**config.mk**
```make
export PLATFORM = sky130hd
export DESIGN_NAME = buzzer_melody_sequencer
export DESIGN_NICKNAME = d
export VERILOG_FILES = /design/src/hw/rtl/bms_pkg.sv /design/src/hw/rtl/bms_seq_core.sv /design/src/hw/rtl/bms_out_stage.sv /design/src/hw/rtl/buzzer_melody_sequencer.sv
export VERILOG_INCLUDE_DIRS = /design/src /design/src/hw/rtl
export SDC_FILE = /design/constraint.sdc
export NUM_CORES = 1
export LEC_CHECK = 0
export ABC_AREA = 0
export BUFFER_PORTS_ARGS = -buffer_cell sky130_fd_sc_hd__buf_2
export CAP_MARGIN = 20
export CORE_UTILIZATION = 50
export DETAILED_ROUTE_END_ITERATION = 10
export GPL_ROUTABILITY_DRIVEN = 0
export HOLD_SLACK_MARGIN = 0.08
export MAX_ROUTING_LAYER = met4
export PLACE_DENSITY = 0.66
export SYNTH_ARGS = -nofsm -noshare
export SYNTH_HDL_FRONTEND = slang
export SYNTH_SLANG_ARGS = --single-unit
```
**constraint.sdc**
```tcl
create_clock -name aclk -period 19.31 [get_ports aclk]
set_input_delay 2.8965 -clock aclk [delete_from_list [all_inputs] [get_ports aclk]]
set_output_delay 2.8965 -clock aclk [all_outputs]
set_load 0.02 [all_outputs]
```
**src/hw/rtl/buzzer_melody_sequencer_macros.svh**
```systemverilog
// ---------------------------------------------------------------------------
// buzzer melody sequencer assertion macros
// shorthand for clocked assertions on aclk, disabled while aresetn is low
// ---------------------------------------------------------------------------
`ifndef BUZZER_MELODY_SEQUENCER_MACROS_SVH
`define BUZZER_MELODY_SEQUENCER_MACROS_SVH

// expression holds at every edge out of reset
`define BMS_ASSERT_ALWAYS(lbl, expr, msg) \
    lbl: assert property (@(posedge aclk) disable iff (!aresetn) (expr)) else $error(msg);

// consequent holds in the same cycle as the antecedent
`define BMS_ASSERT_IMP(lbl, ante, cons, msg) \
    lbl: assert property (@(posedge aclk) disable iff (!aresetn) (ante) |-> (cons)) \
        else $error(msg);

// consequent holds in the cycle after the antecedent
`define BMS_ASSERT_NEXT(lbl, ante, cons, msg) \
    lbl: assert property (@(posedge aclk) disable iff (!aresetn) (ante) |=> (cons)) \
        else $error(msg);

`endif

```
**src/hw/rtl/bms_pkg.sv**
```systemverilog
// ---------------------------------------------------------------------------
// bms_pkg
// types, score rom and pitch tables for the buzzer melody sequencer
// ---------------------------------------------------------------------------
package bms_pkg;

    localparam int SCORE_WORDS = 128;
    localparam int SCORE_AW    = $clog2(SCORE_WORDS);

    localparam int TICK_W  = 26;
    localparam int WAVE_W  = 16;
    localparam int IDX_W   = 7;
    localparam int SONG_W  = 2;
    localparam int PITCH_W = 4;
    localparam int DUR_W   = 4;
    localparam int POS_W   = 6;
    localparam int ADDR_W  = 8;
    localparam int PROD_W  = TICK_W + DUR_W;

    localparam logic [TICK_W-1:0] TICK_MAX = '1;
    localparam logic [TICK_W-1:0] TICK_ONE = TICK_W'(1);

    localparam logic [SONG_W-1:0] SONG_FALLBACK = SONG_W'(3);

    // configuration register indexes
    localparam logic CFG_IDX_UNIT = 1'b0;
    localparam logic CFG_IDX_REST = 1'b1;

    typedef enum logic [1:0] {
        PH_DECIDE = 2'd0,
        PH_TONE   = 2'd1,
        PH_REST   = 2'd2
    } phase_t;

    typedef struct packed {
        logic [TICK_W-1:0] unit_ticks;
        logic [TICK_W-1:0] rest_ticks;
    } cfg_t;

    typedef struct packed {
        logic               pwm_level;
        logic               tone_on;
        logic [PITCH_W-1:0] note_number;
        logic [POS_W-1:0]   note_position;
    } result_t;

    // high nibble duration, low nibble pitch
    localparam logic [7:0] SCORE_ROM [SCORE_WORDS] = '{
        // song 1
        8'h41, 8'h42, 8'h43, 8'h41, 8'h41, 8'h42, 8'h43, 8'h41,
        8'h43, 8'h44, 8'h85, 8'h43, 8'h44, 8'h85,
        8'h35, 8'h16, 8'h35, 8'h14, 8'h43, 8'h41, 8'h35, 8'h16,
        8'h35, 8'h14, 8'h43, 8'h41,
        8'h41, 8'h48, 8'h81, 8'h41, 8'h48, 8'h81,
        // song 2
        8'h26, 8'h25, 8'h23, 8'h25, 8'h26, 8'h26, 8'h26, 8'h25,
        8'h23, 8'h25, 8'h26, 8'h26, 8'h26, 8'h25, 8'h23, 8'h25,
        8'h26, 8'h26, 8'h26, 8'h25, 8'h23, 8'h25, 8'h26, 8'h26,
        8'h26, 8'h25, 8'h23, 8'h25, 8'h26, 8'h26, 8'h26, 8'h25,
        8'h23, 8'h25, 8'h26, 8'h26, 8'h26, 8'h25, 8'h23, 8'h25,
        8'h26, 8'h26, 8'h26, 8'h25, 8'h23, 8'h25, 8'h26, 8'h26,
        8'h26, 8'h25, 8'h23, 8'h25, 8'h26, 8'h26, 8'h26, 8'h25,
        8'h23, 8'h25, 8'h26, 8'h26, 8'h26, 8'h25, 8'h23, 8'h25,
        // song 3
        8'h45, 8'h45, 8'h46, 8'h46, 8'h45, 8'h45, 8'h43,
        8'h45, 8'h45, 8'h46, 8'h46, 8'h45, 8'h45, 8'h43,
        8'h45, 8'h45, 8'h46, 8'h46, 8'h45, 8'h45, 8'h43,
        8'h45, 8'h45, 8'h46, 8'h46, 8'h45, 8'h45, 8'h43,
        // unused tail
        8'h00, 8'h00, 8'h00, 8'h00
    };

    function automatic logic [7:0] score_word(input logic [ADDR_W-1:0] addr);
        logic [7:0] w;
        w = 8'h00;
        if (int'(addr) < SCORE_WORDS) begin
            w = SCORE_ROM[addr[SCORE_AW-1:0]];
        end
        return w;
    endfunction

    function automatic logic [WAVE_W-1:0] pitch_divisor(input logic [PITCH_W-1:0] p);
        logic [WAVE_W-1:0] d;
        case (p)
            4'd1:    d = 16'd38223;
            4'd2:    d = 16'd34052;
            4'd3:    d = 16'd30338;
            4'd4:    d = 16'd28635;
            4'd5:    d = 16'd25511;
            4'd6:    d = 16'd22728;
            4'd7:    d = 16'd20249;
            4'd8:    d = 16'd51021;
            default: d = 16'd0;
        endcase
        return d;
    endfunction

    function automatic logic [ADDR_W-1:0] song_base(input logic [SONG_W-1:0] s);
        logic [ADDR_W-1:0] b;
        case (s)
            2'd1:    b = 8'd0;
            2'd2:    b = 8'd32;
            default: b = 8'd96;
        endcase
        return b;
    endfunction

    function automatic logic [IDX_W-1:0] song_len(input logic [SONG_W-1:0] s);
        logic [IDX_W-1:0] n;
        case (s)
            2'd1:    n = 7'd32;
            2'd2:    n = 7'd64;
            default: n = 7'd28;
        endcase
        return n;
    endfunction

endpackage

```
**src/hw/rtl/bms_seq_core.sv**
```systemverilog
// ---------------------------------------------------------------------------
// bms_seq_core
// sequencer state and combinational next-state logic, one tick per beat
// ---------------------------------------------------------------------------
`include "buzzer_melody_sequencer_macros.svh"

module bms_seq_core (
    input  logic                          aclk,
    input  logic                          aresetn,
    input  logic                          step,
    input  logic                          play_enable,
    input  logic [bms_pkg::SONG_W-1:0]    song_select,
    input  bms_pkg::cfg_t                 cfg,
    output bms_pkg::result_t              result
);

    bms_pkg::phase_t                 phase_reg, phase_next;
    logic [bms_pkg::TICK_W-1:0]      rest_count_reg, rest_count_next;
    logic [bms_pkg::TICK_W-1:0]      tone_count_reg, tone_count_next;
    logic [bms_pkg::WAVE_W-1:0]      wave_reg, wave_next;
    logic [bms_pkg::WAVE_W-1:0]      div_reg, div_next;
    logic [bms_pkg::PITCH_W-1:0]     pitch_reg, pitch_next;
    logic [bms_pkg::IDX_W-1:0]       note_idx_reg, note_idx_next;
    logic [bms_pkg::SONG_W-1:0]      playing_song_reg, playing_song_next;
    logic [bms_pkg::SONG_W-1:0]      previous_song_reg, previous_song_next;

    logic [bms_pkg::SONG_W-1:0]      sel;
    logic                            start, boundary, evaluate;
    logic                            end_pass, song_change;
    logic [bms_pkg::SONG_W-1:0]      eff_song;
    logic [bms_pkg::IDX_W-1:0]       eff_idx;

    logic [7:0]                      word;
    logic [bms_pkg::PROD_W-1:0]      prod;
    logic [bms_pkg::TICK_W-1:0]      tone_len, rest_len;
    logic                            new_tone, new_rest;
    logic [bms_pkg::WAVE_W-1:0]      div_cur, wave_cur, wave_inc;
    logic [bms_pkg::PITCH_W-1:0]     pitch_cur;
    logic [bms_pkg::TICK_W-1:0]      tone_cnt_cur, rest_cnt_cur;

    assign sel = (song_select == '0) ? bms_pkg::SONG_FALLBACK : song_select;

    // next state: pass start, note boundary or hold
    always_comb begin
        start    = 1'b0;
        boundary = 1'b0;
        unique case (phase_reg)
            bms_pkg::PH_TONE: begin
                boundary = (tone_count_reg == '0);
            end
            bms_pkg::PH_REST: begin
                start = (rest_count_reg == '0);
            end
            default: begin
                start = 1'b1;
            end
        endcase
        evaluate = start || boundary;

        eff_song = (start && play_enable) ? sel : playing_song_reg;
        if (start) begin
            eff_idx = play_enable ? '0 : note_idx_reg;
        end else if (boundary) begin
            eff_idx = note_idx_reg + bms_pkg::IDX_W'(1);
        end else begin
            eff_idx = note_idx_reg;
        end

        end_pass    = (eff_idx >= bms_pkg::song_len(eff_song)) || !play_enable;
        song_change = (sel != previous_song_reg);

        phase_next         = phase_reg;
        previous_song_next = previous_song_reg;
        if (evaluate) begin
            if (end_pass) begin
                phase_next = bms_pkg::PH_REST;
            end else if (song_change) begin
                phase_next         = bms_pkg::PH_REST;
                previous_song_next = sel;
            end else begin
                phase_next = bms_pkg::PH_TONE;
            end
        end
        playing_song_next = eff_song;
        note_idx_next     = eff_idx;
    end

    // counters, wave and result for this tick
    always_comb begin
        word     = bms_pkg::score_word(bms_pkg::song_base(eff_song) +
                                       bms_pkg::ADDR_W'(eff_idx));
        prod     = bms_pkg::PROD_W'(word[7:4]) * bms_pkg::PROD_W'(cfg.unit_ticks);
        tone_len = (prod[bms_pkg::PROD_W-1:bms_pkg::TICK_W] != '0) ? bms_pkg::TICK_MAX
                                                                    : prod[bms_pkg::TICK_W-1:0];
        if (tone_len == '0) begin
            tone_len = bms_pkg::TICK_ONE;
        end
        rest_len = (cfg.rest_ticks == '0) ? bms_pkg::TICK_ONE : cfg.rest_ticks;

        new_tone = evaluate && (phase_next == bms_pkg::PH_TONE);
        new_rest = evaluate && (phase_next == bms_pkg::PH_REST);

        div_cur      = new_tone ? bms_pkg::pitch_divisor(word[3:0]) : div_reg;
        wave_cur     = new_tone ? '0 : wave_reg;
        pitch_cur    = new_tone ? word[3:0] : pitch_reg;
        tone_cnt_cur = new_tone ? tone_len : tone_count_reg;
        rest_cnt_cur = new_rest ? rest_len : rest_count_reg;

        wave_inc        = wave_cur + bms_pkg::WAVE_W'(1);
        div_next        = div_cur;
        pitch_next      = pitch_cur;
        wave_next       = wave_reg;
        tone_count_next = tone_count_reg;
        rest_count_next = rest_count_reg;

        if (phase_next == bms_pkg::PH_TONE) begin
            result.pwm_level     = (wave_cur < (div_cur >> 1));
            result.tone_on       = 1'b1;
            result.note_number   = pitch_cur;
            result.note_position = eff_idx[bms_pkg::POS_W-1:0];
            wave_next            = (wave_inc >= div_cur) ? '0 : wave_inc;
            tone_count_next      = tone_cnt_cur - bms_pkg::TICK_ONE;
        end else begin
            result          = '0;
            rest_count_next = rest_cnt_cur - bms_pkg::TICK_ONE;
        end
    end

    always_ff @(posedge aclk) begin
        if (!aresetn) begin
            phase_reg         <= bms_pkg::PH_DECIDE;
            rest_count_reg    <= '0;
            tone_count_reg    <= '0;
            wave_reg          <= '0;
            div_reg           <= '0;
            pitch_reg         <= '0;
            note_idx_reg      <= '0;
            playing_song_reg  <= bms_pkg::SONG_W'(1);
            previous_song_reg <= bms_pkg::SONG_W'(1);
        end else if (step) begin
            phase_reg         <= phase_next;
            rest_count_reg    <= rest_count_next;
            tone_count_reg    <= tone_count_next;
            wave_reg          <= wave_next;
            div_reg           <= div_next;
            pitch_reg         <= pitch_next;
            note_idx_reg      <= note_idx_next;
            playing_song_reg  <= playing_song_next;
            previous_song_reg <= previous_song_next;
        end
    end

    `BMS_ASSERT_NEXT(a_no_decide_return, phase_reg != bms_pkg::PH_DECIDE, phase_reg != bms_pkg::PH_DECIDE, "sequencer fell back to decide phase")
    `BMS_ASSERT_IMP(a_tone_in_song, phase_reg == bms_pkg::PH_TONE, note_idx_reg < bms_pkg::song_len(playing_song_reg), "sounding note beyond end of song")
    `BMS_ASSERT_IMP(a_wave_in_period, (phase_reg == bms_pkg::PH_TONE) && (div_reg != '0), wave_reg < div_reg, "wave counter outside tone period")
    `BMS_ASSERT_ALWAYS(a_song_valid, (playing_song_reg != '0) && (previous_song_reg != '0), "song register holds zero")

endmodule

```
**src/hw/rtl/bms_out_stage.sv**
```systemverilog
// ---------------------------------------------------------------------------
// bms_out_stage
// result register between the sequencer and the output channel
// ---------------------------------------------------------------------------
module bms_out_stage (
    input  logic              aclk,
    input  logic              aresetn,
    input  logic              load,
    input  bms_pkg::result_t  result_in,
    input  logic              m_ready,
    output logic              m_valid,
    output bms_pkg::result_t  result_out,
    output logic              s_ready
);

    logic              valid_reg, valid_next;
    bms_pkg::result_t  data_reg;

    // take a new beat when empty or when the held beat leaves this cycle
    assign s_ready = !valid_reg || m_ready;

    always_comb begin
        valid_next = valid_reg;
        if (load) begin
            valid_next = 1'b1;
        end else if (m_ready) begin
            valid_next = 1'b0;
        end
    end

    always_ff @(posedge aclk) begin
        if (!aresetn) begin
            valid_reg <= 1'b0;
        end else begin
            valid_reg <= valid_next;
        end
    end

    always_ff @(posedge aclk) begin
        if (load) begin
            data_reg <= result_in;
        end
    end

    assign m_valid    = valid_reg;
    assign result_out = data_reg;

endmodule

```
**src/hw/rtl/buzzer_melody_sequencer.sv**
```systemverilog
// ---------------------------------------------------------------------------
// buzzer_melody_sequencer
// plays one of three fixed songs as a square wave, one tone clock tick a beat
// ---------------------------------------------------------------------------
//  channel | ports                                   | direction
//  --------+-----------------------------------------+----------
//  s_      | s_valid s_ready s_play_enable           | in
//          | s_song_select                           |
//  m_      | m_valid m_ready m_pwm_level m_tone_on   | out
//          | m_note_number m_note_position           |
//  cfg_    | cfg_we cfg_index cfg_wdata              | in
//
//  one beat in, one beat out; a new beat is taken every cycle unless stalled
//  the result register loads on the accepting edge
//  all per-tick work (score rom, duration multiply, wave compare) sits
//  between the state registers and the result register
//  a held result stalls the input only when m_ready is low
//  reset: synchronous on aresetn low, no clearing pass
// ---------------------------------------------------------------------------
module buzzer_melody_sequencer (
    input  logic                           aclk,
    input  logic                           aresetn,
    input  logic                           s_valid,
    output logic                           s_ready,
    input  logic                           s_play_enable,
    input  logic [bms_pkg::SONG_W-1:0]     s_song_select,
    output logic                           m_valid,
    input  logic                           m_ready,
    output logic                           m_pwm_level,
    output logic                           m_tone_on,
    output logic [bms_pkg::PITCH_W-1:0]    m_note_number,
    output logic [bms_pkg::POS_W-1:0]      m_note_position,
    input  logic                           cfg_we,
    input  logic                           cfg_index,
    input  logic [bms_pkg::TICK_W-1:0]     cfg_wdata
);

    logic [bms_pkg::TICK_W-1:0]  unit_ticks_reg, unit_ticks_next;
    logic [bms_pkg::TICK_W-1:0]  rest_ticks_reg, rest_ticks_next;
    bms_pkg::cfg_t               cfg;
    logic                        s_accept;
    bms_pkg::result_t            step_result;
    bms_pkg::result_t            out_result;

    always_comb begin
        unit_ticks_next = unit_ticks_reg;
        rest_ticks_next = rest_ticks_reg;
        if (cfg_we) begin
            unique case (cfg_index)
                bms_pkg::CFG_IDX_UNIT: unit_ticks_next = cfg_wdata;
                bms_pkg::CFG_IDX_REST: rest_ticks_next = cfg_wdata;
                default: ;
            endcase
        end
    end

    always_ff @(posedge aclk) begin
        if (!aresetn) begin
            unit_ticks_reg <= bms_pkg::TICK_W'(5000000);
            rest_ticks_reg <= bms_pkg::TICK_W'(40000000);
        end else begin
            unit_ticks_reg <= unit_ticks_next;
            rest_ticks_reg <= rest_ticks_next;
        end
    end

    assign cfg.unit_ticks = unit_ticks_reg;
    assign cfg.rest_ticks = rest_ticks_reg;

    assign s_accept = s_valid && s_ready;

    bms_seq_core u_core (
        .aclk        (aclk),
        .aresetn     (aresetn),
        .step        (s_accept),
        .play_enable (s_play_enable),
        .song_select (s_song_select),
        .cfg         (cfg),
        .result      (step_result)
    );

    bms_out_stage u_out (
        .aclk       (aclk),
        .aresetn    (aresetn),
        .load       (s_accept),
        .result_in  (step_result),
        .m_ready    (m_ready),
        .m_valid    (m_valid),
        .result_out (out_result),
        .s_ready    (s_ready)
    );

    assign m_pwm_level     = out_result.pwm_level;
    assign m_tone_on       = out_result.tone_on;
    assign m_note_number   = out_result.note_number;
    assign m_note_position = out_result.note_position;

endmodule

```
==> results.sh, run 1 <==
export IMPL_hold_end="u_core.div_reg[9]$_SDFFE_PN0P_"
export IMPL_power_density_nw_per_um2=96.1
export IMPL_whs_ns=0.453
export IMPL_status="finished clean"
export IMPL_ys_types=89
export IMPL_syn_area_um2=15100
export IMPL_synth_avg_cell_area_um2=7.34
export IMPL_worstSetupStartpointType="input port"
export IMPL_routed_wl_mm=43.2
export IMPL_r2r_start="u_core.rest_count_reg[14]$_SDFFE_PN0P_"
export IMPL_diodes=0
export IMPL_arrival_ns=12.37
export IMPL_worstReg2RegEnd="u_core.tone_count_reg[24]$_SDFFE_PN0P_"
export IMPL_wl_per_cell_um=17.8
export IMPL_cts_hold_buffers=0
export IMPL_synth_seq_area_share_pct=22.8
export IMPL_gr_total_overflow=0
export IMPL_hold_depth=2
export IMPL_syn_nets=2223
export IMPL_grt_pass1_wl_mm=70.5
export IMPL_ys_top_cells_by_area="dfxtp_1 (20%), nand2_1 (7.1%), ha_1 (7.0%)"
export IMPL_hold_class="register to register"
export IMPL_grt_max_degree=94
export IMPL_drt_iter0_drc=1698
export IMPL_clk_latency_ns=0.45
export IMPL_clock_skew_final_ns=0.0180
export IMPL_reg2reg_depth=28
export IMPL_chipHeight_um=176
export IMPL_clockBufferDepth=2
export IMPL_rsz0062_at_grt="no"
export IMPL_final_antenna_net_count=0
export IMPL_r2r_slack_ns=8.27
export IMPL_tightest_slew_ns=1.08
export IMPL_nNetsFinal=2192
export IMPL_postCtsSetupRepairBufs=0
export IMPL_pre_cts_slack_ns=6.99
export IMPL_areaGrowthSynthToFinish_pct=6.86
export IMPL_cts_tree="built"
export IMPL_design_area_um2=16100
export IMPL_hold_viol=0
export IMPL_cts_root_buf="clkbuf_16"
export IMPL_drc=0
export IMPL_fin_setup_tns_ns=0
export IMPL_layout_drive_gt1_share_pct=7.12
export IMPL_fin_ws_ns=7.28
export IMPL_fmax_mhz=83.1
export IMPL_post_dp_cell_area_um2=15600
export IMPL_synth_top_area_share_pct=20.4
export IMPL_vias=14953
export IMPL_yosys_area_top_type="dfxtp_1"
export IMPL_yosysWarnings=0
export IMPL_synth_most_common_cell="nand2_1"
export IMPL_ys_flop_type="dfxtp_1"
export IMPL_yosys_top_cells_count="nand2_1 (287), a21oi_1 (195), nor2_1 (182)"
export IMPL_critPathCaptureType="register"
export IMPL_viasPerCell=6.16
export IMPL_required_ns=19.65
export IMPL_netlist_instances=2055
export IMPL_hpwl_mm=31.5
export IMPL_period_minus_slack_ns=12.03
export IMPL_hold_start="u_core.div_reg[9]$_SDFFE_PN0P_"
export IMPL_fillers=2926
export IMPL_critPathSlowestCell="fa_1"
export IMPL_cts_resized=0
export IMPL_io_pins=49
export IMPL_async_flop_share_pct=0
export IMPL_synth_edf_count=12
export IMPL_period_share_pct=62.3
export IMPL_numCtsBuffers=17
export IMPL_fp_row_count=63
export IMPL_max_cap_viol_count=0
export IMPL_synth_seq_cells=166
export IMPL_first_pass_iters=6
export IMPL_clk_pin_slew_ns=0.07
export IMPL_p_leak_nw=6.82
export IMPL_dieArea_um2=30900
export IMPL_start_util_pct=50.9
export IMPL_drv_slew=0
export IMPL_slew_headroom_pct=27.8
export IMPL_die_w_um=176
export IMPL_crit_fanout=32
export IMPL_grt_usage_pct=29.0
export IMPL_critPathMaxStageDelay_ns=0.90
export IMPL_antenna_found_initial=0
export IMPL_cts_htree_levels=4
export IMPL_path_class="input port to register"
export IMPL_cts_sinks=166
export IMPL_grt_pass1_vias=13487
export IMPL_core_area_um2=29600
export IMPL_io_buffers=48
export IMPL_irDropWorstVdd_mv=0.0720
export IMPL_finalSetupViolCount=0
==> placed cells by master (no fill, tap or decap), types with 13 or more instances in the layout <==
cell       synthesis  layout
nand2_1          287     287
a21oi_1          195     194
nor2_1           182     180
dfxtp_1          154     154
inv_1            121     121
o21ai_0           97      96
ha_1              84      84
and2_1            75      75
nor3_1            61      60
nand3_1           59      59
fa_1              49      49
buf_2             16      48
a211oi_1          45      44
and3_1            40      40
mux2i_1           32      32
xor2_1            32      32
a21o_1            29      29
xnor2_1           27      27
nor4_1            25      25
nand4_1           25      25
o211ai_1          22      22
buf_4              2      22
nand2b_1          17      17
clkbuf_16          0      17
or3_1             16      16
a31oi_1           14      14
o31ai_1           14      14
o22ai_1           14      14
o21a_1            13      13
a22oi_1           13      13
==> critical path: cells and delay by family <==
family,cells,cell delay (ns)
xor gates and xnor gates,1,0.22
adders and majority gates,6,2.81
buffers and inverters,3,0.51
muxes,1,0.35
AOI/OAI and AO/OA,6,2.22
and+or+nand+nor,11,3.33
==> layer usage <==
metal | GRT usage [%] | wire, µm | up-vias
met5 | - | 0 | -
li1 | - | - | 7248
met2 | 44.1 | 19700 | 562
met3 | 4.57 | 2890 | 67
met4 | 8.08 | 809 | 0
met1 | 39.6 | 19800 | 7076
==> worst max-delay path by stage <==
stage	slack, ns	startpoint	end	depth (start not counted)
5_1_grt	6.71	s_play_enable	u_core.tone_count_reg[24]$_SDFFE_PN0P_	28
6_report	7.28	s_play_enable	u_core.tone_count_reg[24]$_SDFFE_PN0P_	28
3_3_place_gp	6.89	s_play_enable	u_core.tone_count_reg[24]$_SDFFE_PN0P_	28
2_1_floorplan	8.35	s_play_enable	u_core.tone_count_reg[24]$_SDFFE_PN0P_	33
3_5_place_dp	6.99	s_play_enable	u_core.tone_count_reg[24]$_SDFFE_PN0P_	28
4_1_cts	7.44	s_play_enable	u_core.tone_count_reg[24]$_SDFFE_PN0P_	28
==> metrics by stage <==
stage,total power [mW],utilization (%),std cells
finish,1.55,54.4,2427
CTS,1.54,54.4,2426
global placement,1.19,52.4,2392
floorplan,1.01,-,2055
global route,1.66,54.4,2427
detailed placement,1.20,52.5,2394
==> power breakdown <==
| group | total (mW) | internal, mW | switching, mW |
|---|---|---|---|
| combinational | 0.800 | 0.286 | 0.514 |
| sequential | 0.412 | 0.376 | 0.0360 |
| clock | 0.337 | 0.177 | 0.160 |
==> cells by family (layout without fill, tap and decap cells) <==
family,count (synthesis),count (layout),share of synthesized area (%)
DFF,166,166,22.8
buffers and inverters,247,229,6.33
and+or+nand+nor,861,861,28.3
xor gates and xnor gates,59,59,3.43
muxes,34,34,2.27
AOI/OAI and AO/OA,555,555,23.3
adders and majority gates,133,133,13.5
==> area by class of cell <==
| type | instances | area (µm²) | area share (%) |
|---|---|---|---|
| clock buffers | 21 | 470 | 2.92 |
| clock inverters | 11 | 86.3 | 0.536 |
| inverters | 125 | 470 | 2.92 |
| multi-input cells | 1642 | 10700 | 66.6 |
| flip-flops and latches | 166 | 3440 | 21.4 |
| well taps | 390 | 488 | 3.03 |
| repair buffers | 72 | 424 | 2.63 |
Power figures use the tool's default switching activity.
==> inputs of run 2 (changes only) <==
==> constraint.sdc (replaced) <==
create_clock -name aclk -period 12.25 [get_ports aclk]
set_input_delay 1.8375 -clock aclk [delete_from_list [all_inputs] [get_ports aclk]]
set_output_delay 1.8375 -clock aclk [all_outputs]
set_load 0.02 [all_outputs]
==> results.sh, run 2 (synthesis results as in run 1) <==
export IMPL_status="finished clean"
export IMPL_mostFrequentLayoutCells="nand2_1 (287), a21oi_1 (194), nor2_1 (180)"
export IMPL_crit_fanout=32
export IMPL_hold_class="register to register"
export IMPL_slew_headroom_pct=25.5
export IMPL_worstSetupStartpointType="register"
export IMPL_arrival_ns=11.43
export IMPL_die_w_um=176
export IMPL_crit_family="simple AND/OR/NAND/NOR gates"
export IMPL_clk_pin_slew_ns=0.08
export IMPL_worstReg2RegEnd="u_core.tone_count_reg[24]$_SDFFE_PN0P_"
export IMPL_tightest_slew_ns=1.11
export IMPL_fp_row_count=63
export IMPL_cts_hold_buffers=0
export IMPL_first_pass_iters=6
export IMPL_path_class="register to register"
export IMPL_period_minus_slack_ns=11.09
export IMPL_crit_cells=28
export IMPL_fin_setup_tns_ns=0
export IMPL_drt_iter0_drc=1560
export IMPL_pre_cts_slack_ns=1.12
export IMPL_core_area_um2=29600
export IMPL_grt_max_degree=69
export IMPL_drc=0
export IMPL_layout_drive_gt1_share_pct=7.26
export IMPL_cts_resized=0
export IMPL_critPathCapture="u_core.tone_count_reg[24]$_SDFFE_PN0P_"
export IMPL_critPathMaxStageDelay_ns=0.94
export IMPL_grt_usage_pct=29.2
export IMPL_viasPerCell=6.19
export IMPL_crit_buf_inv=2
export IMPL_reg2reg_depth=28
export IMPL_power_mw=2.48
export IMPL_chipHeight_um=176
export IMPL_start_util_pct=50.9
export IMPL_cts_tree="built"
export IMPL_antenna_found_initial=0
export IMPL_layout_commonest_cell="nand2_1"
export IMPL_irDropWorstVdd_mv=0.101
export IMPL_fin_ws_ns=1.16
export IMPL_postCtsSetupRepairBufs=0
export IMPL_grt_pass1_vias=13867
export IMPL_clk_latency_ns=0.46
export IMPL_areaGrowthSynthToFinish_pct=7.33
export IMPL_required_ns=12.59
export IMPL_io_buffers=48
export IMPL_r2r_slack_ns=1.16
export IMPL_design_area_um2=16200
export IMPL_critPathLaunch="u_core.rest_count_reg[14]$_SDFFE_PN0P_"
export IMPL_cts_sinks=166
export IMPL_placed_cells=2396
export IMPL_multiInputGateArea_um2=10700
export IMPL_wl_per_cell_um=17.7
export IMPL_drv_slew=0
export IMPL_hold_viol=0
export IMPL_finalSetupViolCount=0
export IMPL_numCtsBuffers=17
export IMPL_diodes=0
export IMPL_critPathCaptureType="register"
export IMPL_io_pins=49
export IMPL_nNetsFinal=2195
export IMPL_hpwl_mm=31.7
export IMPL_max_cap_viol_count=0
export IMPL_fmax_mhz=90.2
export IMPL_rsz0062_at_grt="no"
export IMPL_clock_skew_final_ns=0.0197
export IMPL_layoutNonFillerInstCount=2429
export IMPL_cts_htree_levels=4
export IMPL_dieArea_um2=30900
export IMPL_regArea_um2=3440
export IMPL_fillers=2916
export IMPL_routed_wl_mm=43.0
export IMPL_power_density_nw_per_um2=153
export IMPL_grt_pass1_wl_mm=71.1
export IMPL_vias=15042
export IMPL_p_leak_nw=6.86
export IMPL_period_share_pct=90.5
export IMPL_gr_total_overflow=0
export IMPL_critical_path_most_common_cell="fa_1"
export IMPL_critPathSlowestCell="fa_1"
export IMPL_cts_root_buf="clkbuf_16"
export IMPL_final_antenna_net_count=0
export IMPL_clockBufferDepth=2
export IMPL_r2r_start="u_core.rest_count_reg[14]$_SDFFE_PN0P_"
export IMPL_post_dp_cell_area_um2=15600
-- run 2: cell types whose count changed in the layout (fill, tap and decap cells not counted), sizes merged --
| cell | before | now |
|---|---|---|
| inv | 129 | 135 |
| clkbuf | 22 | 18 |
| buf | 71 | 74 |
| clkinv | 4 | 1 |
| bufinv | 0 | 2 |
| clkinvlp | 3 | 1 |
-- run 2: worst min-delay path: cells and delay by family, from the launching register on --
family          cells  cell delay (ns)
compound gates      1             0.05
flops               1             0.31
simple gates        1             0.05
-- run 2: area by class of cell --
| type | count | area share [%] |
|---|---|---|
| clock buffer | 17 | 2.63 |
| clock inverter | 14 | 1.09 |
| inverter | 125 | 2.91 |
| multi-input combinational | 1642 | 66.3 |
| sequential | 166 | 21.3 |
| tap | 390 | 3.01 |
| timing repair buffer | 75 | 2.78 |
-- run 2: per-layer routing --
| metal | track usage [%] | wire, µm | up-vias |
|---|---|---|---|
| met2 | 46.3 | 19800 | 600 |
| met3 | 5.43 | 3240 | 66 |
| met5 | - | 0 | - |
| met4 | 6.99 | 721 | 0 |
| met1 | 38.4 | 19300 | 7121 |
| li1 | - | - | 7255 |
-- run 2: how the worst min path moves through the flow --
stage                                                 from                               end  slack, ns  cells past startpoint
after floorplan            u_core.wave_reg[7]$_SDFFE_PN0P_   u_core.wave_reg[7]$_SDFFE_PN0P_       0.43                      2
after global placement      u_core.div_reg[9]$_SDFFE_PN0P_    u_core.div_reg[9]$_SDFFE_PN0P_       0.44                      2
after detailed placement  u_core.pitch_reg[3]$_SDFFE_PN0P_  u_core.pitch_reg[3]$_SDFFE_PN0P_       0.45                      2
after CTS                 u_core.pitch_reg[3]$_SDFFE_PN0P_  u_core.pitch_reg[3]$_SDFFE_PN0P_       0.46                      2
after global routing       u_core.div_reg[12]$_SDFFE_PN0P_   u_core.div_reg[12]$_SDFFE_PN0P_       0.47                      2
final                     u_core.pitch_reg[3]$_SDFFE_PN0P_  u_core.pitch_reg[3]$_SDFFE_PN0P_       0.46                      2
-- run 2: where the power goes --
part	switching, mW	internal [mW]	total [mW]
sequential	0.0569	0.593	0.650
clock	0.263	0.310	0.573
combinational	0.809	0.452	1.26
total	1.13	1.36	2.48
-- run 2: metrics by stage --
step           hold slack, ns  utilization, %
2_1_floorplan           0.432               -
3_3_place_gp            0.442            52.5
3_5_place_dp            0.447            52.5
4_1_cts                 0.457            54.6
5_1_grt                 0.473            54.6
6_report                0.457            54.6
==> inputs of run 3 (changes only) <==
--- a/config.mk
+++ b/config.mk
@@ -6,7 +6,7 @@
 export SDC_FILE = /design/constraint.sdc
 export NUM_CORES = 1
 export LEC_CHECK = 0
-export ABC_AREA = 0
+export ABC_AREA = 1
 export BUFFER_PORTS_ARGS = -buffer_cell sky130_fd_sc_hd__buf_2
 export CAP_MARGIN = 20
 export CORE_UTILIZATION = 50
@@ -15,6 +15,8 @@
 export HOLD_SLACK_MARGIN = 0.08
 export MAX_ROUTING_LAYER = met4
 export PLACE_DENSITY = 0.66
+export SKIP_LAST_GASP = 1
 export SYNTH_ARGS = -nofsm -noshare
 export SYNTH_HDL_FRONTEND = slang
 export SYNTH_SLANG_ARGS = --single-unit
+export TNS_END_PERCENT = 1
==> results.sh, run 3 <==
export IMPL_status="finished clean"
export IMPL_p_leak_nw=7.63
export IMPL_ys_flop_type="dfxtp_1"
export IMPL_tightest_slew_ns=1.02
export IMPL_regArea_um2=3440
export IMPL_layout_commonest_cell="nand2_1"
export IMPL_clockBufferDepth=2
export IMPL_critPathCapture="u_core.tone_count_reg[20]$_SDFFE_PN0P_"
export IMPL_arrival_ns=10.24
export IMPL_antenna_found_initial=0
export IMPL_viasPerCell=5.34
export IMPL_synth_top_area_share_pct=21.3
export IMPL_ys_top_cells_by_area="dfxtp_1 (21%), nand2_1 (11%), inv_1 (9.7%)"
export IMPL_cts_htree_levels=4
export IMPL_slew_headroom_pct=31.7
export IMPL_irDropWorstVdd_mv=0.111
export IMPL_hold_class="register to register"
export IMPL_worstSetupStartpointType="input port"
export IMPL_synth_most_common_cell="nand2_1"
export IMPL_nNetsFinal=2371
export IMPL_crit_fanout=26
export IMPL_ys_types=64
export IMPL_yosysWarnings=0
export IMPL_cts_hold_buffers=0
export IMPL_finalSetupViolCount=0
export IMPL_wl_per_cell_um=14.5
export IMPL_postCtsSetupRepairBufs=0
export IMPL_power_density_nw_per_um2=159
export IMPL_cts_tree="built"
export IMPL_areaGrowthSynthToFinish_pct=6.96
export IMPL_fp_row_count=61
export IMPL_gr_total_overflow=0
export IMPL_period_minus_slack_ns=9.93
export IMPL_layout_drive_gt1_share_pct=8.53
export IMPL_hold_viol=0
export IMPL_r2r_start="u_core.rest_count_reg[19]$_SDFFE_PN0P_"
export IMPL_numCtsBuffers=17
export IMPL_path_class="input port to register"
export IMPL_die_w_um=172
export IMPL_clock_skew_final_ns=0.0129
export IMPL_max_cap_viol_count=0
export IMPL_synth_seq_area_share_pct=23.8
export IMPL_final_antenna_net_count=0
export IMPL_multiInputGateArea_um2=9130
export IMPL_critPathMaxStageDelay_ns=0.80
export IMPL_clk_pin_slew_ns=0.07
export IMPL_io_buffers=48
export IMPL_period_share_pct=81.1
export IMPL_synth_edf_count=12
export IMPL_grt_usage_pct=27.4
export IMPL_drc=0
export IMPL_vias=13843
export IMPL_critPathSlowestCell="o21ai_2"
export IMPL_diodes=0
export IMPL_cts_root_buf="clkbuf_16"
export IMPL_syn_nets=2374
export IMPL_hpwl_mm=28.3
export IMPL_dieArea_um2=29600
export IMPL_critPathCaptureType="register"
export IMPL_start_util_pct=51.4
export IMPL_cts_resized=0
export IMPL_cts_sinks=166
export IMPL_netlist_instances=2206
export IMPL_final_core_util_pct=55.0
export IMPL_io_pins=49
export IMPL_core_area_um2=28100
export IMPL_grt_pass1_vias=13090
export IMPL_async_flop_share_pct=0
export IMPL_reg2reg_depth=45
export IMPL_yosys_area_top_type="dfxtp_1"
export IMPL_whs_ns=0.468
export IMPL_worstReg2RegEnd="u_core.tone_count_reg[20]$_SDFFE_PN0P_"
export IMPL_mostFrequentLayoutCells="nand2_1 (435), inv_1 (375), nor2_1 (253)"
export IMPL_r2r_slack_ns=2.74
export IMPL_power_mw=2.46
export IMPL_drv_slew=0
export IMPL_yosys_top_cells_count="nand2_1 (435), inv_1 (375), nor2_1 (254)"
export IMPL_grt_pass1_wl_mm=63.4
export IMPL_fin_setup_tns_ns=0
export IMPL_critical_path_most_common_cell="inv_1"
export IMPL_routed_wl_mm=37.5
export IMPL_drt_iter0_drc=1053
export IMPL_critPathLaunch="s_play_enable"
export IMPL_required_ns=12.56
export IMPL_first_pass_iters=6
export IMPL_fmax_mhz=101
export IMPL_grt_max_degree=78
export IMPL_clk_latency_ns=0.44
export IMPL_chipHeight_um=172
export IMPL_rsz0062_at_grt="no"
export IMPL_synth_seq_cells=166
export IMPL_fillers=2859
export IMPL_synth_avg_cell_area_um2=6.55
export IMPL_syn_area_um2=14400
## run 3: cell types whose count changed in the layout (fill, tap and decap cells not counted), sizes merged, moves of 41 or more
cell   delta
and2     -74
inv     +265
o21ai    +80
nand2   +165
nand3    +65
nor3     -42
a21oi    -41
nor2     +97
## run 3: where the power goes
group          switching, mW  internal (mW)  leakage, nW
sequential            0.0331          0.599         1.39
combinational          0.872          0.412         5.97
clock                  0.243          0.299        0.274
total                   1.15           1.31         7.63
## run 3: area by class of cell
type / instances / area share (%)
flip-flops and latches: 166 / 22.3
well taps: 378 / 3.06
repair buffers: 59 / 2.11
clock buffers: 19 / 3.00
clock inverters: 12 / 0.737
multi-input cells: 1560 / 59.1
inverters: 399 / 9.71
## run 3: how the worst min path moves through the flow
stage	slack, ns	end	cells past startpoint	start
after floorplan	0.44	u_core.playing_song_reg[0]$_SDFFE_PN1P_	2	u_core.playing_song_reg[0]$_SDFFE_PN1P_
after global placement	0.45	u_core.wave_reg[15]$_SDFFE_PN0P_	2	u_core.wave_reg[15]$_SDFFE_PN0P_
after detailed placement	0.46	u_core.wave_reg[7]$_SDFFE_PN0P_	2	u_core.wave_reg[7]$_SDFFE_PN0P_
after CTS	0.47	u_core.wave_reg[7]$_SDFFE_PN0P_	2	u_core.wave_reg[7]$_SDFFE_PN0P_
after global routing	0.48	u_core.wave_reg[0]$_SDFFE_PN0P_	2	u_core.wave_reg[0]$_SDFFE_PN0P_
final	0.47	u_core.wave_reg[9]$_SDFFE_PN0P_	2	u_core.wave_reg[9]$_SDFFE_PN0P_
## run 3: logic make-up (layout without fill, tap and decap cells)
| kind of cell | after synthesis | in the layout | synth area share (%) |
|---|---|---|---|
| mux | 1 | 1 | 0.0693 |
| buf+inv | 480 | 489 | 13.0 |
| fa+ha+maj | 133 | 133 | 14.1 |
| flops | 166 | 166 | 23.8 |
| compound gates | 434 | 434 | 17.5 |
| xor+xnor | 51 | 51 | 3.09 |
| simple gates | 941 | 941 | 28.5 |
## run 3: worst max-delay path: cells and delay by family
| kind | cells | cell delay [ns] |
|---|---|---|
| simple gates | 13 | 2.70 |
| buf+inv | 6 | 0.57 |
| compound gates | 10 | 2.14 |
| fa+ha+maj | 7 | 2.58 |
| xor+xnor | 2 | 0.38 |
## run 3: metal layers
layer	routed length (µm)	global-route usage, %	share of wire (%)	up-vias
met3	1970	3.71	5.2	41
li1	-	-	-	7063
met2	17300	44.2	46	390
met4	623	6.81	1.7	0
met5	0	-	0	-
met1	17600	36.1	47	6349
## run 3: through the flow
step           setup slack (ns)  cell area (µm²)  cells
4_1_cts                    2.41            15400   2592
3_3_place_gp               2.15            14900   2561
3_5_place_dp               1.99            14900   2561
5_1_grt                    1.52            15500   2593
2_1_floorplan              3.69            14400   2206
6_report                   2.32            15500   2593
